==> config.mk <==
export PLATFORM = sky130hd
export DESIGN_NAME = lphs_front
export DESIGN_NICKNAME = d
export VERILOG_FILES = /design/src/design/lphs_pkg.sv /design/src/design/lphs_front.sv
export VERILOG_INCLUDE_DIRS = /design/src /design/src/design
export SDC_FILE = /design/constraint.sdc
export NUM_CORES = 1
export LEC_CHECK = 0
export BUFFER_PORTS_ARGS = -buffer_cell sky130_fd_sc_hd__buf_2
export CORE_ASPECT_RATIO = 0.8
export CORE_MARGIN = 5
export CORE_UTILIZATION = 52
export DETAILED_ROUTE_END_ITERATION = 8
export HOLD_SLACK_MARGIN = 0.06
export PLACE_DENSITY = 0.92
export SLEW_MARGIN = 20
export SYNTH_ARGS = -nofsm -noshare
export SYNTH_HDL_FRONTEND = slang
export SYNTH_SLANG_ARGS = --single-unit
==> constraint.sdc <==
create_clock -name clk -period 4.85 [get_ports clk]
set_clock_uncertainty 0.15 [all_clocks]
set_input_delay 0.2425 -clock clk [delete_from_list [all_inputs] [get_ports clk]]
set_output_delay 0.2425 -clock clk [all_outputs]
set_load 0.02 [all_outputs]
==> src/design/assert_macros.svh <==
// Assertion helpers. The bodies are empty when SYNTHESIS is defined.
`ifndef ASSERT_MACROS_SVH
`define ASSERT_MACROS_SVH

`ifndef SYNTHESIS
`define LPHS_ASSERT(lbl, clk, rst_n, prop, msg) \
  lbl: assert property (@(posedge clk) disable iff (!rst_n) prop) else $error(msg);
`define LPHS_ASSERT_ALWAYS(lbl, clk, prop, msg) \
  lbl: assert property (@(posedge clk) prop) else $error(msg);
`else
`define LPHS_ASSERT(lbl, clk, rst_n, prop, msg)
`define LPHS_ASSERT_ALWAYS(lbl, clk, prop, msg)
`endif

`endif

==> src/design/lphs_pkg.sv <==
package lphs_pkg;

  localparam int SLOTS   = 1024;
  localparam int SLOT_W  = $clog2(SLOTS);
  localparam int CNT_W   = SLOT_W + 1;
  localparam int KEY_W   = 64;
  localparam int MARK_W  = 2;
  localparam int WORD_W  = MARK_W + KEY_W;
  localparam int QDEPTH  = 2;
  localparam int QPTR_W  = $clog2(QDEPTH);
  localparam int QCNT_W  = $clog2(QDEPTH + 1);

  localparam int OUT_FIELDS_W = SLOT_W + 2 * CNT_W;
  localparam int OUT_TDATA_W  = ((OUT_FIELDS_W + 7) / 8) * 8;

  // request codes on the input side
  localparam logic [1:0] REQ_INSERT = 2'd0;
  localparam logic [1:0] REQ_REMOVE = 2'd1;
  localparam logic [1:0] REQ_PROBE  = 2'd2;

  typedef enum logic [1:0] {
    CMD_INSERT,
    CMD_REMOVE,
    CMD_PROBE,
    CMD_NOP
  } cmd_t;

  typedef enum logic [1:0] {
    MARK_EMPTY = 2'd0,
    MARK_TAKEN = 2'd1,
    MARK_STALE = 2'd2
  } mark_t;

  typedef enum logic [1:0] {
    STAT_OK     = 2'd0,
    STAT_ABSENT = 2'd1,
    STAT_FULL   = 2'd2
  } status_t;

  typedef struct packed {
    cmd_t              cmd;
    logic [KEY_W-1:0]  key;
  } q_item_t;

  // front to back: head of the request queue
  typedef struct packed {
    logic    valid;
    q_item_t item;
  } fq_t;

  // back to front: queue pop and clearing pass in progress
  typedef struct packed {
    logic pop;
    logic clearing;
  } bk_stat_t;

endpackage

==> src/design/lphs_front.sv <==
`include "assert_macros.svh"

module lphs_front (
  input  logic                            clk,
  input  logic                            rst_n,
  input  logic                            in_tvalid,
  output logic                            in_tready,
  input  logic [lphs_pkg::KEY_W-1:0]      in_tdata,
  input  logic [1:0]                      in_tuser,
  output lphs_pkg::fq_t                   fq,
  input  lphs_pkg::bk_stat_t              bk_stat
);

  lphs_pkg::q_item_t             q_r [lphs_pkg::QDEPTH];
  logic [lphs_pkg::QPTR_W-1:0]   wr_ptr_r, wr_ptr_nxt;
  logic [lphs_pkg::QPTR_W-1:0]   rd_ptr_r, rd_ptr_nxt;
  logic [lphs_pkg::QCNT_W-1:0]   count_r, count_nxt;
  lphs_pkg::q_item_t             item;
  logic                          push;
  logic                          pop;

  always_comb begin
    item.key = in_tdata;
    case (in_tuser)
      lphs_pkg::REQ_INSERT: item.cmd = lphs_pkg::CMD_INSERT;
      lphs_pkg::REQ_REMOVE: item.cmd = lphs_pkg::CMD_REMOVE;
      lphs_pkg::REQ_PROBE:  item.cmd = lphs_pkg::CMD_PROBE;
      default:              item.cmd = lphs_pkg::CMD_NOP;
    endcase
  end

  assign in_tready = (count_r != lphs_pkg::QCNT_W'(lphs_pkg::QDEPTH)) && !bk_stat.clearing;
  assign push      = in_tvalid && in_tready;
  assign pop       = bk_stat.pop && (count_r != '0);

  assign fq.valid = (count_r != '0);
  assign fq.item  = q_r[rd_ptr_r];

  always_comb begin
    wr_ptr_nxt = push ? wr_ptr_r + 1'b1 : wr_ptr_r;
    rd_ptr_nxt = pop  ? rd_ptr_r + 1'b1 : rd_ptr_r;
    count_nxt  = count_r;
    if (push && !pop) begin
      count_nxt = count_r + 1'b1;
    end else if (pop && !push) begin
      count_nxt = count_r - 1'b1;
    end
  end

  always_ff @(posedge clk) begin
    if (!rst_n) begin
      wr_ptr_r <= '0;
      rd_ptr_r <= '0;
      count_r  <= '0;
    end else begin
      wr_ptr_r <= wr_ptr_nxt;
      rd_ptr_r <= rd_ptr_nxt;
      count_r  <= count_nxt;
    end
    if (push) begin
      q_r[wr_ptr_r] <= item;
    end
  end

  `LPHS_ASSERT(a_cnt_bound, clk, rst_n, count_r <= lphs_pkg::QCNT_W'(lphs_pkg::QDEPTH), "queue count above depth")
  `LPHS_ASSERT(a_no_take_clr, clk, rst_n, bk_stat.clearing |-> !in_tready, "request taken during clearing pass")
  `LPHS_ASSERT(a_pop_valid, clk, rst_n, bk_stat.pop |-> fq.valid, "pop from empty queue")

endmodule

# Word-level counts from Yosys, hierarchy flattened
# Memories as Yosys holds them, arrays and structs flattened. A register that Yosys moved wholly into a read port is not among the register bits.
# Cells that the tools add are included.
word_totals:
  reg_bits: 4
  ram_bits: 132
  input_bits: 71
  output_inout_bits: 68
  word_cells: 29
  n_memories: 1
op_classes:
  addsub: 4
  n_eq_ne: 3
  muxes: 7
  n_reduce_logical: 11
mem_list:
  columns: ["name", "depth", "width", "rd", "rd_ports_with_merged_regs", "write_ports", "line", "text"]
  rows:
  - ["q_r", 2, 66, 1, 1, 1, "lphs_front.sv:14", "lphs_pkg::q_item_t q_r [lphs_pkg::QDEPTH];"]
op_table:
  columns: ["op", "count"]
  rows:
  - ["$pmux W2 S3", 1]
  - ["$logic_and A1 B1 Y1", 5]
  - ["$mux W1", 4]
  - ["$mux W2", 2]
  - ["$reduce_bool A2 Y1", 2]
  - ["$logic_not A1 Y1", 3]
  - ["$add A1 B1 Y1 const B", 2]
  - ["$add A2 B1 Y2 const B", 1]
  - ["$eq A2 B1 Y1 const B", 1]
  - ["$eq A2 B2 Y1 const B", 1]
  - ["$logic_not A2 Y1", 1]
  - ["$ne A2 B2 Y1 const B", 1]
  - ["$sub A2 B1 Y2 const B", 1]

# Longest topological paths before layout
logic_depth:
  ltp_word: 7
  depth_mapped: 6
  depth_no_buf: 6

# Worst setup path after synthesis
# Ideal clock, no wire load.
synth_path:
  path_kind: "register to register"
  startpoint: "reg count_r[0] (netlist name)"
  endpoint: "mem q_r[0][0] (netlist name), enable pin"
  setup_ns: 0.498
  arrival_ns: 3.697
  required_ns: 4.202
  slack_ns: 0.504
  path_stages_with_launch: 4
  period_less_slack_ns: 4.346
  path_cell_list: "dfxtp_1 -> nor2b_1 -> nor3b_2 -> nor2b_1"
synth_via:
  elab_chain_len: 5
synth_lines:
  columns: ["item", "line", "text"]
  rows:
  - ["from (decl)", "lphs_front.sv:17", "logic [lphs_pkg::QCNT_W-1:0] count_r, count_nxt;"]
  - ["from (signal assigned)", "lphs_front.sv:58", "count_r <= count_nxt;"]
  - ["$ne A2 B2 Y1", "lphs_front.sv:32", "assign in_tready = (count_r != lphs_pkg::QCNT_W'(lphs_pkg::QDEPTH)) && !bk_stat.clearing;"]
  - ["$logic_and A1 B1 Y1", "lphs_front.sv:32", null]
  - ["$logic_and A1 B1 Y1", "lphs_front.sv:33", "assign push = in_tvalid && in_tready;"]
  - ["net push", "lphs_front.sv:19", "logic push;"]
  - ["$mux W1", "lphs_front.sv:60", "if (push) begin"]
  - ["$mux W1 (implied by the code)", "lphs_front.sv:61", "q_r[wr_ptr_r] <= item;"]
  - ["to (decl)", "lphs_front.sv:14", null]
# The timed path passes the listed nets, and every way through them passes these cells.

==> metrics.cfg <==
[logic_synthesis]
yosysWarnings=0
avgSynthCellArea_um2=21.57
ys_seq_area_share_pct=81.20
syn-num-nets=304
yosysMostFrequentCell=edfxtp_1
netlist_area_um2=5005
synth-seq-cells=137
synthArstFlopShare_pct=0
syn-instance-count=232
synth_top_area_share_pct=79.20
synth_ff_type=edfxtp_1
synth_cell_types=22
synth_top_area_cell=edfxtp_1
synthTopCellsByCount=132 x edfxtp_1, 56 x mux2_2, 10 x mux2_1
synth_edf_count=132
yosys-top-cells-area=edfxtp_1 79%, mux2_2 13%, mux2_1 2.3%, dfxtp_1 2.0%, buf_4 0.75%

[power]
ir_drop_v=0.0003483
power_frac_seq_pct=40.6
p_int_w=0.002607
finalPower_w=0.003641
power.density_nw_per_um2=511.6
p_leak_nw=2.701
p_sw_share_pct=28.41
pwr-share-clk_pct=36.2
p_switching_w=0.001034
combPwrFrac_pct=23.2

[detailed_routing]
routed_via_density=4.914
avgRoutedWirePerCell_um=17.69
finalWirelength_um=10310
drc=0
first_iter_violations=166
vias=2865
drt_pass1_iterations=4
antenna_left=0

[run]
drv_cap=0

[setup_path]
worstPathArrival_ns=2.32
crit_path_end_kind=output pin
path_class=register to output pin
critPathLaunchType=register
slowest_delay_ns=0.74
required_ns=4.46
crit_slowest_cell=dfxtp_2
crit_chain=buf_4, mux2_2, buf_2
crit_fanout=41

[clock_tree]
clock_path_buffers=2
cts-resized-gates=0
cts.sinks=137
insertion_delay_ns=0.40
cts_buffers=17
htreeDepth=4
clk_pin_slew_ns=0.06
cts_tree=done
clockRootBuffer=clkbuf_16

[global_routing]
antenna_found_initial=0
grt_pass1_wl_um=16400
grt_overflow_total=0
grt_max_degree=67
grt_pass1_vias=3226
grt_usage_pct=18.26

[sta]
report.final.slew_viol_count=0
hold_violations=0
whs_ns=0.1464
slew_headroom_pct=41.94
fin_tns_setup_ns=0
period_share_pct=55.88
finalWorstSetupSlack_ns=2.140
post-route-min-period_ns=2.710
rsz0062_at_grt=no
fmaxAchievable_ghz=0.3690
worst_pin_slew_ns=0.8709
setup_violations=0

[worst_hold_path]
hp-class=primary input to register

[place]
place_inst=483
dp_hpwl_um=5974
gp_congestion=0.7117
portBuffers=138
dp_slack_ns=2.217

[final_layout]
syn_to_final_growth_pct=42.23
fin_nets=523
drive_gt1_share_pct=50.22
antenna_cells=0
stdcell_count=583
fill_cells=551

[floorplanning]
start_util_pct=52.52
die_area_um2=11700
boundaryPins=139
coreArea_um2=9529
rows=32
die_x_um=119.7
die_h_um=97.75

[outcome]
status=finished clean

final cells by class:
| type | instances | area [um2] | area share [%] |
|---|---|---|---|
| sequential | 137 | 4065 | 57.11 |
| tap | 119 | 148.9 | 2.092 |
| timing repair buffer | 209 | 1394 | 19.58 |
| clock inverter | 15 | 190.2 | 2.672 |
| multi-input combinational | 86 | 894.6 | 12.57 |
| clock buffer | 17 | 425.4 | 5.976 |
routing by layer:
layer / track usage [%] / vias to the layer above / routed length (um)
li1: - / 1352 / -
met1: 21.59 / 1391 / 4052
met2: 32.12 / 116 / 5510
met3: 7.006 / 6 / 700
met4: 3.697 / 0 / 50
met5: 0 / - / 0
power by group through the flow:
stage / clock [W] / combinational [W] / sequential [W]
after global placement: 0 / 0.000787 / 0.00149
after floorplan: 0 / 0.000593 / 0.00147
after CTS: 0.00134 / 0.000851 / 0.00148
after detailed placement: 0 / 0.000798 / 0.00150
final: 0.00132 / 0.000844 / 0.00148
after global routing: 0.00139 / 0.000904 / 0.00149
sequential cells by signal (all words and copies together) (netlist names), named ones only:
register,cells
count_r,2
q_r,132
wr_ptr_r,1
rd_ptr_r,1
layout by cell type (no fill, tap or decap), types with 4 or more instances in the layout:
cell / count
buf_2: 138
clkbuf_16: 17
dfxtp_1: 4
dlygate4sd3_1: 68
edfxtp_1: 132
inv_6: 4
mux2_1: 10
mux2_2: 56
what timing repair did:
item                                   4_1_cts  5_1_grt
buffers inserted                             0        0
hold buffers                                68        0
setup endpoints to repair                    0        0
endpoints found under the hold margin      137        0
worst paths after layout:
path	startpoint	slack, ns	cells after the start	end
worst max-delay path	register	2.14	3	fq[59]
worst min-delay path	in_tvalid	0.15	3	wr_ptr_r$_SDFFE_PN0P_
worst max register to register	count_r[0]$_SDFFE_PN0P_	2.20	4	q_r[1][56]$_DFFE_PP_
worst min register to register	count_r[1]$_SDFFE_PN0P_	0.41	2	count_r[1]$_SDFFE_PN0P_
metrics by stage:
step           area [um2]  utilization [%]
2_1_floorplan        5005                -
3_3_place_gp         5822            61.10
3_5_place_dp         5822            61.10
4_1_cts              7118            74.70
5_1_grt              7118            74.70
6_report             7118            74.70
worst max-delay path: cells and delay by family (launching register included):
family	cells	cell delay (ns)
buf+inv	2	0.73
mux	1	0.41
flops	1	0.74
cell families after synthesis:
| kind of cell | synth area share, % |
|---|---|
| fa+ha+maj | 0.2500 |
| xor+xnor | 0.5251 |
| buf+inv | 1.100 |
| mux | 15.05 |
| compound gates | 0.3499 |
| simple gates | 1.525 |
| flops | 81.20 |
Power figures use the tool's default switching activity.
